`config.mk`:
```
export PLATFORM = sky130hd
export DESIGN_NAME = cau_sqrt_step
export DESIGN_NICKNAME = d
export VERILOG_FILES = /design/src/hdl/cau_pkg.sv /design/src/hdl/cau_sqrt_step.sv
export SDC_FILE = /design/constraint.sdc
export NUM_CORES = 1
export LEC_CHECK = 0
export BUFFER_PORTS_ARGS = -buffer_cell sky130_fd_sc_hd__clkbuf_2
export CAP_MARGIN = 30
export CELL_PAD_IN_SITES_DETAIL_PLACEMENT = 2
export CELL_PAD_IN_SITES_GLOBAL_PLACEMENT = 2
export CORE_AREA = 2 2 312 314
export CTS_BUF_LIST = sky130_fd_sc_hd__clkbuf_4 sky130_fd_sc_hd__clkbuf_8
export DETAILED_ROUTE_END_ITERATION = 8
export DIE_AREA = 0 0 314 316
export PLACE_DENSITY_LB_ADDON = 0.05
export SLEW_MARGIN = 20
export SYNTH_ARGS = -nofsm -noshare
export SYNTH_HDL_FRONTEND = slang
export SYNTH_SLANG_ARGS = --single-unit
```
`constraint.sdc`:
```
create_clock -name clk -period 14.05 [get_ports clk]
set_input_delay 1.405 -clock clk [delete_from_list [all_inputs] [get_ports clk]]
set_output_delay 1.405 -clock clk [all_outputs]
set_load 0.1 [all_outputs]
```
`src/hdl/cau_pkg.sv`:
```
// shared constants, types and helper functions for the complex arithmetic unit
// no dependencies; imported by every module of the block
package cau_pkg;

  localparam int DATA_BITS = 32;
  localparam int FRAC_BITS = 16;
  localparam int PROD_BITS = 2 * DATA_BITS;
  localparam int WIDE_BITS = 2 * DATA_BITS + 1;
  localparam int QUOT_BITS = DATA_BITS + 1;
  localparam int NUMX_BITS = WIDE_BITS + FRAC_BITS;
  localparam int STEP_BITS = $clog2(DATA_BITS);
  localparam int LATENCY   = 2 * DATA_BITS + 6;

  typedef enum logic [2:0] {
    OP_ADD   = 3'd0,
    OP_SUB   = 3'd1,
    OP_MUL   = 3'd2,
    OP_DIV   = 3'd3,
    OP_CONJ  = 3'd4,
    OP_UNIT  = 3'd5,
    OP_SQMAG = 3'd6
  } op_t;

  typedef logic signed [DATA_BITS-1:0] data_t;
  typedef logic signed [WIDE_BITS-1:0] wide_t;

  typedef struct packed {
    logic                 valid;
    logic                 quot;
    logic                 unit;
    data_t                re;
    data_t                im;
    logic                 ovf;
    logic                 dz;
    wide_t                num_re;
    wide_t                num_im;
    logic [PROD_BITS-1:0] den;
  } cargo_t;

  typedef struct packed {
    cargo_t               c;
    logic [PROD_BITS-1:0] rad;
    logic [WIDE_BITS-1:0] root;
  } sq_t;

  typedef struct packed {
    logic                 neg;
    logic                 big;
    logic [WIDE_BITS-1:0] rem;
    logic [QUOT_BITS-1:0] low;
    logic [QUOT_BITS-1:0] q;
  } lane_t;

  typedef struct packed {
    logic                 valid;
    logic                 quot;
    logic                 zero;
    data_t                re;
    data_t                im;
    logic                 ovf;
    logic                 dz;
    logic [PROD_BITS-1:0] den;
    lane_t                lre;
    lane_t                lim;
  } dv_t;

  typedef struct packed {
    data_t val;
    logic  ovf;
  } sat_t;

  function automatic sat_t saturate(wide_t v);
    sat_t  r;
    wide_t hi;
    wide_t lo;
    hi = {{(WIDE_BITS-DATA_BITS+1){1'b0}}, {(DATA_BITS-1){1'b1}}};
    lo = {{(WIDE_BITS-DATA_BITS+1){1'b1}}, {(DATA_BITS-1){1'b0}}};
    if (v > hi) begin
      r.val = {1'b0, {(DATA_BITS-1){1'b1}}};
      r.ovf = 1'b1;
    end else if (v < lo) begin
      r.val = {1'b1, {(DATA_BITS-1){1'b0}}};
      r.ovf = 1'b1;
    end else begin
      r.val = v[DATA_BITS-1:0];
      r.ovf = 1'b0;
    end
    return r;
  endfunction

  // add half an lsb, then arithmetic shift: rounds half up
  function automatic wide_t round_frac(wide_t v);
    wide_t h;
    wide_t s;
    h = '0;
    h[FRAC_BITS-1] = 1'b1;
    s = v + h;
    return s >>> FRAC_BITS;
  endfunction

endpackage

```
`src/hdl/cau_sqrt_step.sv`:
```
// one registered iteration of the integer square root (one root bit)
// depends on cau_pkg; chained in the top level, index picks the bit weight
module cau_sqrt_step (
  input  logic                         clk,
  input  logic                         rst,
  input  logic [cau_pkg::STEP_BITS-1:0] idx,
  input  cau_pkg::sq_t                 d,
  output cau_pkg::sq_t                 q
);
  import cau_pkg::*;

  logic [WIDE_BITS-1:0] bit_w;
  logic [WIDE_BITS-1:0] trial;
  logic [WIDE_BITS-1:0] rad_w;
  logic                 ge;
  sq_t                  q_next;

  always_comb begin
    bit_w  = WIDE_BITS'(1) << {idx, 1'b0};
    trial  = d.root + bit_w;
    rad_w  = WIDE_BITS'(d.rad);
    ge     = rad_w >= trial;
    q_next = d;
    q_next.c.valid = d.c.valid && !rst;
    if (ge) begin
      q_next.rad  = PROD_BITS'(rad_w - trial);
      q_next.root = (d.root >> 1) + bit_w;
    end else begin
      q_next.root = d.root >> 1;
    end
  end

  always_ff @(posedge clk) begin
    q <= q_next;
  end

endmodule

```
==> results by group <==
Run status
  – Status: complete, no violations

Synth
  – Synth cell types: just under 80
  – Synthesized flop and latch total: approximately 400
  – Simple-gate share of the synthesized area: 0.152
  – Register area share after synthesis: 0.441
  – Post-synth EDFFs: 0
  – Synth Warn #: 0
  – Post-synthesis mux area share: 0.00380
  – Mapped Cells: ~1900
  – Net count after synthesis: roughly 2500
  – Compound-Gate Fraction of Synth Area: 0.196
  – Synthesized area: approximately 18000 µm²
  – Top_reg_cell synth: dfxtp_1
  – Post-Synth Adder-Cell Area: 0.0926
  – Avg Inst Size Synth: between 9 and 10 µm²
  – Main combinational cell family by area after synthesis: compound AO/OA/AOI/OAI gates
  – Xor/xnor share of the synthesized area: 0.0912
  – Post-synth ARST share: 0

Place
  – Port Buf Inserts: a little under 800
  – Hpwl dp: approximately 96 mm
  – Cells after DPL: 3939
  – Pre-CTS setup slack: roughly 3700 ps
  – RePlAce Congestion: around 0.87

Critical path
  – WP data arrival: just under 10000 ps
  – Buffers and inverters on the worst path: 2
  – CP peak stage delay: 640 ps
  – Slowest cell on the critical path: buf_4
  – Critical path class: in2reg
  – Top delay family on crit path: simple AND/OR/NAND/NOR gates
  – Worst path required time: 14620 ps
  – Startpoint Class: input pin
  – CP max FO: ~120
  – Critical path endpoint category: flop

Power
  – Total power: about 3.7 mW
  – Switching power: approximately 1.5 mW
  – Comb power frac: 0.306
  – Pwr per Cell Area: between 100 and 150 nW/µm²
  – Net Sw Frac: 0.410
  – Register share of total power: 0.334
  – Worst VDD drop: between 0.00005 and 0.00006 V
  – Static leakage: approximately 12 nW
  – Power Internal: roughly 2.2 mW
  – Clock Power Share: 0.359

Timing
  – Fmax: between 0.1 and 0.15 GHz
  – Setup Viol. Count Final: 0
  – Worst Tran Pin Value: around 940 ps
  – Fin. max-slew vios: 0
  – Worst Setup Slack, final: between 4000 and 5000 ps
  – Fin crit share: 0.666
  – RSZ-0062 raised after global routing: no
  – Slew HR: 0.376
  – Final hold vios: 0
  – Post-layout minimum cycle time: between 9000 and 10000 ps
  – Setup TNS: 0 ps

CTS
  – CTS resizes: 0
  – CTS Sinks: around 400
  – H-tree levels: 3
  – Worst-path clk slew: roughly 70 ps
  – CTS buffer count: a little under 80
  – CTS tree: done
  – Root Buffer: clkbuf_8
  – Longest Clk Path Bufs: 3
  – Hold-fix buffers at CTS: 0
  – Post-CTS setup buffers: 0

Floorplanning
  – Row Count: approximately 110
  – Die X: approximately 310 µm
  – Ports: 791
  – Core area: about 96000 µm²
  – Die Y: about 320 µm
  – Initial core utilization: 0.185
  – Die ar.: just under 100000 µm²

Finish
  – Util after Layout: 0.258
  – Top reg by flops: q
  – Max FFs per register: ~390
  – Commonest non-fill, non-tap cell in the layout: clkbuf_2
  – Area Growth Syn to Fin: 39.5%
  – Share of cells above drive strength 1: 0.353
  – Biggest regs: q (392)
  – Non-Filler Instances: a little over 4000
  – Nets: 3272
  – Most frequent cells in the layout: 790 x clkbuf_2, 392 x dfxtp_1, 219 x nand2_1

Routing
  – Vias per cell: 4.39
  – Antenna Violating Nets Remaining: 0
  – DRT iter0 DRCs: around 790
  – DRT Wirelength: ~110 mm
  – DR DRC count: 0
  – Via Count: approximately 18000
  – Pre-antenna DRT Iters: 5
  – Wire length per cell: about 27 µm

Global route
  – First-pass GRT wire length: 152 mm
  – Remaining global-route overflow: 0
  – All-Layer GR Usage: 0.216
  – Initial antenna violation count: 22
  – Via count of the first global-routing pass: between 15000 and 20000
  – Pin count of the biggest net entering global routing: ~120

Run
  – Max-cap viol count: 0

Worst hold path
  – Hold Path Class: in2reg
## cell type report
class | count | area, µm²
Inverter | 33 | 124
Sequential cell | 392 | 7850
Tap cell | 1276 | 1600
Antenna cell | 7 | 17.5
Multi-Input combinational cell | 1446 | 9530
Clock buffer | 123 | 1520
Timing Repair Buffer | 792 | 3970
Fill cell | 11100 | 71200
Clock inverter | 18 | 210
## layer usage
| layer | track usage | wire length (µm) |
|---|---|---|
| met1 | 0.276 | 49500 |
| met2 | 0.373 | 53800 |
| met3 | 0.0444 | 5560 |
| met4 | 0.0514 | 2170 |
| met5 | 0 | 127 |
## path summary, 6_finish.rpt
path | from | end | cells after the start
max | idx[1] | q[1] | 25
min | d[285] | q[285] | 1
## cells by family (layout without fill, tap and decap cells)
logic type | Yosys count | in the layout
other | 0 | 7
DFF | 392 | 392
AOI/OAI and AO/OA | 548 | 548
adders and majority gates | 131 | 131
xor gates and xnor gates | 181 | 181
and+or+nand+nor | 580 | 580
muxes | 6 | 6
buffers and inverters | 100 | 966
## power by group through the flow
stage / registers (mW) / clock network [mW] / logic (mW)
final: 1.22 / 1.31 / 1.12
after global routing: 1.23 / 1.42 / 1.17
after CTS: 1.22 / 1.37 / 1.13
after detailed placement: 1.24 / 0 / 1.13
after global placement: 1.24 / 0 / 1.12
after floorplan: 1.77 / 0 / 0.266
## through the flow
step	hold slack (ps)	instance area [µm²]
after CTS	694	24800
after detailed placement	1510	23100
after floorplan	1430	17800
after global routing	738	24800
final	799	24800
after global placement	1510	23100
## cells in the mapped netlist (34+ instances only)
master      n  area share
a31oi_1    62       0.022
ha_1      130       0.091
a21o_1     54       0.023
nor2_1    149       0.031
nand2_1   219       0.046
a21oi_1   101       0.028
o21bai_1   37       0.016
o21ai_0   172       0.048
nand3_1    42       0.012
dfxtp_1   392        0.44
xnor2_1    87       0.043
nand4_1    34       0.012
clkbuf_1   54       0.011
xor2_1     89       0.044
Power figures use the tool's default switching activity.
