<file path="config.mk">
export PLATFORM = sky130hd
export DESIGN_NAME = cau_div_step
export DESIGN_NICKNAME = d
export VERILOG_FILES = /design/src/hdl/cau_pkg.sv /design/src/hdl/cau_div_step.sv
export SDC_FILE = /design/constraint.sdc
export NUM_CORES = 1
export LEC_CHECK = 0
export BUFFER_PORTS_ARGS = -buffer_cell sky130_fd_sc_hd__buf_2
export CORE_AREA = 2 2 310 312
export CTS_CLUSTER_SIZE = 24
export DETAILED_ROUTE_END_ITERATION = 12
export DIE_AREA = 0 0 312 314
export PLACE_DENSITY = 0.5
export SYNTH_ARGS = -nofsm -noshare
export SYNTH_HDL_FRONTEND = slang
export SYNTH_SLANG_ARGS = --single-unit
export TNS_END_PERCENT = 30
</file>
<file path="constraint.sdc">
create_clock -name clk -period 8.75 [get_ports clk]
set_clock_uncertainty 0.2 [all_clocks]
set_input_delay 0.4375 -clock clk [delete_from_list [all_inputs] [get_ports clk]]
set_output_delay 0.4375 -clock clk [all_outputs]
set_load 0.02 [all_outputs]
</file>
<file path="src/hdl/cau_pkg.sv">
// shared constants, types and helper functions for the complex arithmetic unit
// no dependencies; imported by every module of the block
package cau_pkg;

  localparam int DATA_BITS = 32;
  localparam int FRAC_BITS = 16;
  localparam int PROD_BITS = 2 * DATA_BITS;
  localparam int WIDE_BITS = 2 * DATA_BITS + 1;
  localparam int QUOT_BITS = DATA_BITS + 1;
  localparam int NUMX_BITS = WIDE_BITS + FRAC_BITS;
  localparam int STEP_BITS = $clog2(DATA_BITS);
  localparam int LATENCY   = 2 * DATA_BITS + 6;

  typedef enum logic [2:0] {
    OP_ADD   = 3'd0,
    OP_SUB   = 3'd1,
    OP_MUL   = 3'd2,
    OP_DIV   = 3'd3,
    OP_CONJ  = 3'd4,
    OP_UNIT  = 3'd5,
    OP_SQMAG = 3'd6
  } op_t;

  typedef logic signed [DATA_BITS-1:0] data_t;
  typedef logic signed [WIDE_BITS-1:0] wide_t;

  typedef struct packed {
    logic                 valid;
    logic                 quot;
    logic                 unit;
    data_t                re;
    data_t                im;
    logic                 ovf;
    logic                 dz;
    wide_t                num_re;
    wide_t                num_im;
    logic [PROD_BITS-1:0] den;
  } cargo_t;

  typedef struct packed {
    cargo_t               c;
    logic [PROD_BITS-1:0] rad;
    logic [WIDE_BITS-1:0] root;
  } sq_t;

  typedef struct packed {
    logic                 neg;
    logic                 big;
    logic [WIDE_BITS-1:0] rem;
    logic [QUOT_BITS-1:0] low;
    logic [QUOT_BITS-1:0] q;
  } lane_t;

  typedef struct packed {
    logic                 valid;
    logic                 quot;
    logic                 zero;
    data_t                re;
    data_t                im;
    logic                 ovf;
    logic                 dz;
    logic [PROD_BITS-1:0] den;
    lane_t                lre;
    lane_t                lim;
  } dv_t;

  typedef struct packed {
    data_t val;
    logic  ovf;
  } sat_t;

  function automatic sat_t saturate(wide_t v);
    sat_t  r;
    wide_t hi;
    wide_t lo;
    hi = {{(WIDE_BITS-DATA_BITS+1){1'b0}}, {(DATA_BITS-1){1'b1}}};
    lo = {{(WIDE_BITS-DATA_BITS+1){1'b1}}, {(DATA_BITS-1){1'b0}}};
    if (v > hi) begin
      r.val = {1'b0, {(DATA_BITS-1){1'b1}}};
      r.ovf = 1'b1;
    end else if (v < lo) begin
      r.val = {1'b1, {(DATA_BITS-1){1'b0}}};
      r.ovf = 1'b1;
    end else begin
      r.val = v[DATA_BITS-1:0];
      r.ovf = 1'b0;
    end
    return r;
  endfunction

  // add half an lsb, then arithmetic shift: rounds half up
  function automatic wide_t round_frac(wide_t v);
    wide_t h;
    wide_t s;
    h = '0;
    h[FRAC_BITS-1] = 1'b1;
    s = v + h;
    return s >>> FRAC_BITS;
  endfunction

endpackage

</file>
<file path="src/hdl/cau_div_step.sv">
// one registered restoring-division step, one quotient bit for each lane
// depends on cau_pkg; chained in the top level
module cau_div_step (
  input  logic         clk,
  input  logic         rst,
  input  cau_pkg::dv_t d,
  output cau_pkg::dv_t q
);
  import cau_pkg::*;

  dv_t q_next;

  function automatic lane_t lane_step(lane_t l, logic [PROD_BITS-1:0] den);
    lane_t                r;
    logic [WIDE_BITS-1:0] r2;
    logic [WIDE_BITS-1:0] dw;
    logic                 ge;
    r  = l;
    dw = WIDE_BITS'(den);
    r2 = {l.rem[WIDE_BITS-2:0], l.low[QUOT_BITS-1]};
    ge = r2 >= dw;
    r.rem = ge ? (r2 - dw) : r2;
    r.low = l.low << 1;
    r.q   = {l.q[QUOT_BITS-2:0], ge};
    return r;
  endfunction

  always_comb begin
    q_next       = d;
    q_next.valid = d.valid && !rst;
    q_next.lre   = lane_step(d.lre, d.den);
    q_next.lim   = lane_step(d.lim, d.den);
  end

  always_ff @(posedge clk) begin
    q <= q_next;
  end

endmodule

</file>
==> key figures <==
Logic synthesis
  • Cell area after synthesis: 17600 um2
  • Synthesized instance count: 1930
  • Register area share after synthesis: 45.3%
  • Synth warn: 0
  • Most used DFF post-synth: dfxtp_1
  • Synth async-reset ratio: 0%
  • Post-Synth XOR/XNOR Area: under 10%
  • Synth Area per Inst: 9.09 um2
  • Post-synthesis adder-cell area fraction: 9.35%
  • Post-synthesis mux area share: 1.41%
  • Synth unique cells: 74
  • Count of flip-flops with a built-in enable after synthesis: 0
  • Dominant combinational cell family by area after synthesis: compound AO/OA/AOI/OAI gates
  • Simple-Gate Fraction of Synth Area: 13.6%
  • FF+latch count, synth: 397
  • Compound-Gate Fraction of Synth Area: 19.6%

Setup path
  • Crit-path max FO: 8
  • CP Cell Sequence: dlygate4sd3_1, buf_2, inv_1, ha_1, nand4_1, nor3_1, o2111ai_1, a2111oi_1, a2111oi_0, a211oi_1, buf_4, a21oi_1, o21ai_1, a31oi_1, xnor2_1, mux2_4
  • Worst endpoint data arrival time: 5.45 ns
  • Worst setup path start: d[293]
  • Crit-path slowest cell: a2111oi_1
  • Critical path launch point type: input pin
  • CP required: 9.07 ns
  • CP Capture Point: q[129]
  • Critical Path End Type: register
  • WS Path Type: input pin to register
  • Worst stage delay on the critical path: 0.88 ns

Global routing
  • Vias in the first global route: around 19000
  • GR Overflow Total: 0
  • Largest net degree at the start of global routing: 84
  • First-pass GRT wire length: 138000 um
  • Initial antenna violation count: 20
  • GRT Total Usage: roughly 20%

Cells and area
  • Final core occ: about 30%
  • Share of cells above drive strength 1: between 20% and 30%
  • FILL cells: 10202
  • Largest registers: q: 397 flops
  • Largest Register: q
  • Syn-to-layout area delta: 62.8%
  • Commonest cells after routing, fill and taps aside: buf_2, dfxtp_1, dlygate4sd3_1, a21oi_1, nand2_1
  • Commonest non-fill, non-tap cell in the layout: buf_2
  • Largest register FFs: 397
  • Final Net Count: approximately 3600

Power and ir drop
  • Switch Pwr: just under 0.002 W
  • Register share of total power: 34.7%
  • Total power: between 0.005 and 0.006 W
  • Switching Share: 33.4%
  • Pwr/cell area: 208 nW/um2
  • Leakage power: 13.4 nW
  • Clock share of power: about 38%
  • Peak VDD IR: 0.129 mV
  • Int Power: around 0.004 W
  • Combinational Power Share: 27.6%

Placed design
  • Dpl hpwl: 83000 um
  • Placement Setup Slack: approximately 3.5 ns
  • Gpl congestion: 0.899
  • IO buf count: just under 800

Route
  • Residual DRC: 0
  • WL per Instance: 22.6 um
  • Post-Route WL: 99400 um
  • Initial DRC count: 939
  • Via count: 18431
  • Antenna-violating nets left: 0
  • Drt first pass iters: 6
  • Drt via density: 4.18

Floorplan
  • Core area: 94400 um2
  • Num rows: about 110
  • Die ar.: 98000 um2
  • Die width: 312 um
  • Top Ports: 800
  • Initial Utilization: a little under a fifth
  • Chip height: 314 um

STA
  • TNS Setup: 0 ns
  • Period utilisation layout: between 50% and 60%
  • Unrepaired setup endpoints after global routing: false
  • Max Slew Vio Count: 0
  • Post-route setup slack: 3.62 ns
  • Final hold vios: 0
  • Final setup vio count: 0
  • Fin crit period: 5.13 ns
  • Max Freq: approximately 0.19 GHz
  • Tightest Pin Transition: 1.05 ns
  • Slew margin rel.: 29.7%

Clocking
  • Sink Count: 397
  • Resize count post-CTS: 0
  • Worst-path clk slew: around 0.06 ns
  • H-tree depth: 2
  • Root Buffer: clkbuf_16
  • Num CTS Buffers: 51
  • CTS Buffer Depth: 3
  • CTS Hold Bufs: 395
  • TritonCTS clock tree: done
  • Setup repair bufs after CTS: 0

Job
  • Max Cap Viol: 0

Run status
  • Status: finished clean

Min path
  • HP Class: input pin to register
## critical path, delay by kind of cell
family                     cells  cell delay (ns)
and+or+nand+nor                2             0.78
adders and majority gates      1             0.45
xor gates and xnor gates       1             0.15
AOI/OAI and AO/OA              7             2.43
buffers and inverters          4             0.92
muxes                          1             0.26
## cells in the mapped netlist, types with 19 or more instances
library cell	instances	share of area, %
dfxtp_1	397	45
a21oi_1	197	5.6
nand2_1	168	3.6
nor2_1	146	3.1
ha_1	128	9.1
o21ai_0	124	3.5
inv_1	106	2.3
a21o_1	85	3.6
clkbuf_1	84	1.8
xnor2_1	74	3.7
xor2_1	47	2.3
nand4_1	46	1.6
o21bai_1	32	1.4
nor3_1	28	0.80
nand3_1	24	0.68
nand2b_1	19	0.68
## power groups by stage
stage | Combinational (W) | Clock (W) | Sequential, W
after CTS | 0.00167 | 0.00232 | 0.00206
after floorplan | 0.000607 | 0 | 0.00235
after detailed placement | 0.00150 | 0 | 0.00210
after global placement | 0.00151 | 0 | 0.00210
final | 0.00164 | 0.00224 | 0.00206
after global routing | 0.00176 | 0.00238 | 0.00208
## per-stage QoR
step	area [um2]	instances	hold slack [ns]
2_1_floorplan	17600	1931	0.265
3_3_place_gp	22800	3904	0.340
3_5_place_dp	22800	3904	0.341
4_1_cts	28500	4393	0.00947
5_1_grt	28600	4405	0.0509
6_report	28600	4408	0.0702
## layout make-up
type / count / area (um2) / share of cell area [%]
clock inverters: 24 / 335 / 1.17
diodes: 15 / 37.5 / 0.131
inverters: 106 / 398 / 1.39
multi-input cells: 1332 / 8800 / 30.8
flip-flops and latches: 397 / 7950 / 27.8
well taps: 1265 / 1580 / 5.54
clock buffers: 70 / 1460 / 5.10
repair buffers: 1199 / 8020 / 28.1
## logic make-up (layout without fill, tap and decap cells)
logic type / count (synthesis) / count (layout)
other cells: 1 / 17
flops: 397 / 397
buf+inv: 202 / 1399
mux: 19 / 19
compound gates: 551 / 551
simple gates: 509 / 509
fa+ha+maj: 130 / 130
xor+xnor: 121 / 121
## metal layers
| metal | vias to the layer above | global-route usage, % | routed length, um |
|---|---|---|---|
| li1 | 9070 | - | - |
| met1 | 8612 | 21.6 | 38800 |
| met2 | 608 | 37.3 | 52700 |
| met3 | 129 | 4.07 | 5100 |
| met4 | 12 | 5.40 | 2740 |
| met5 | - | 0 | 73 |
## worst min path at each step
| stage | startpoint | end | slack (ns) | depth (start not counted) |
|---|---|---|---|---|
| 6_report | d[258] | q[259] | 0.07 | 3 |
| 5_1_grt | d[258] | q[259] | 0.05 | 3 |
| 3_5_place_dp | d[185] | q[186] | 0.34 | 1 |
| 4_1_cts | d[258] | q[259] | 0.009 | 3 |
| 2_1_floorplan | d[9] | q[10] | 0.27 | 0 |
| 3_3_place_gp | d[181] | q[182] | 0.34 | 1 |
(Power assumes the default switching activity.)
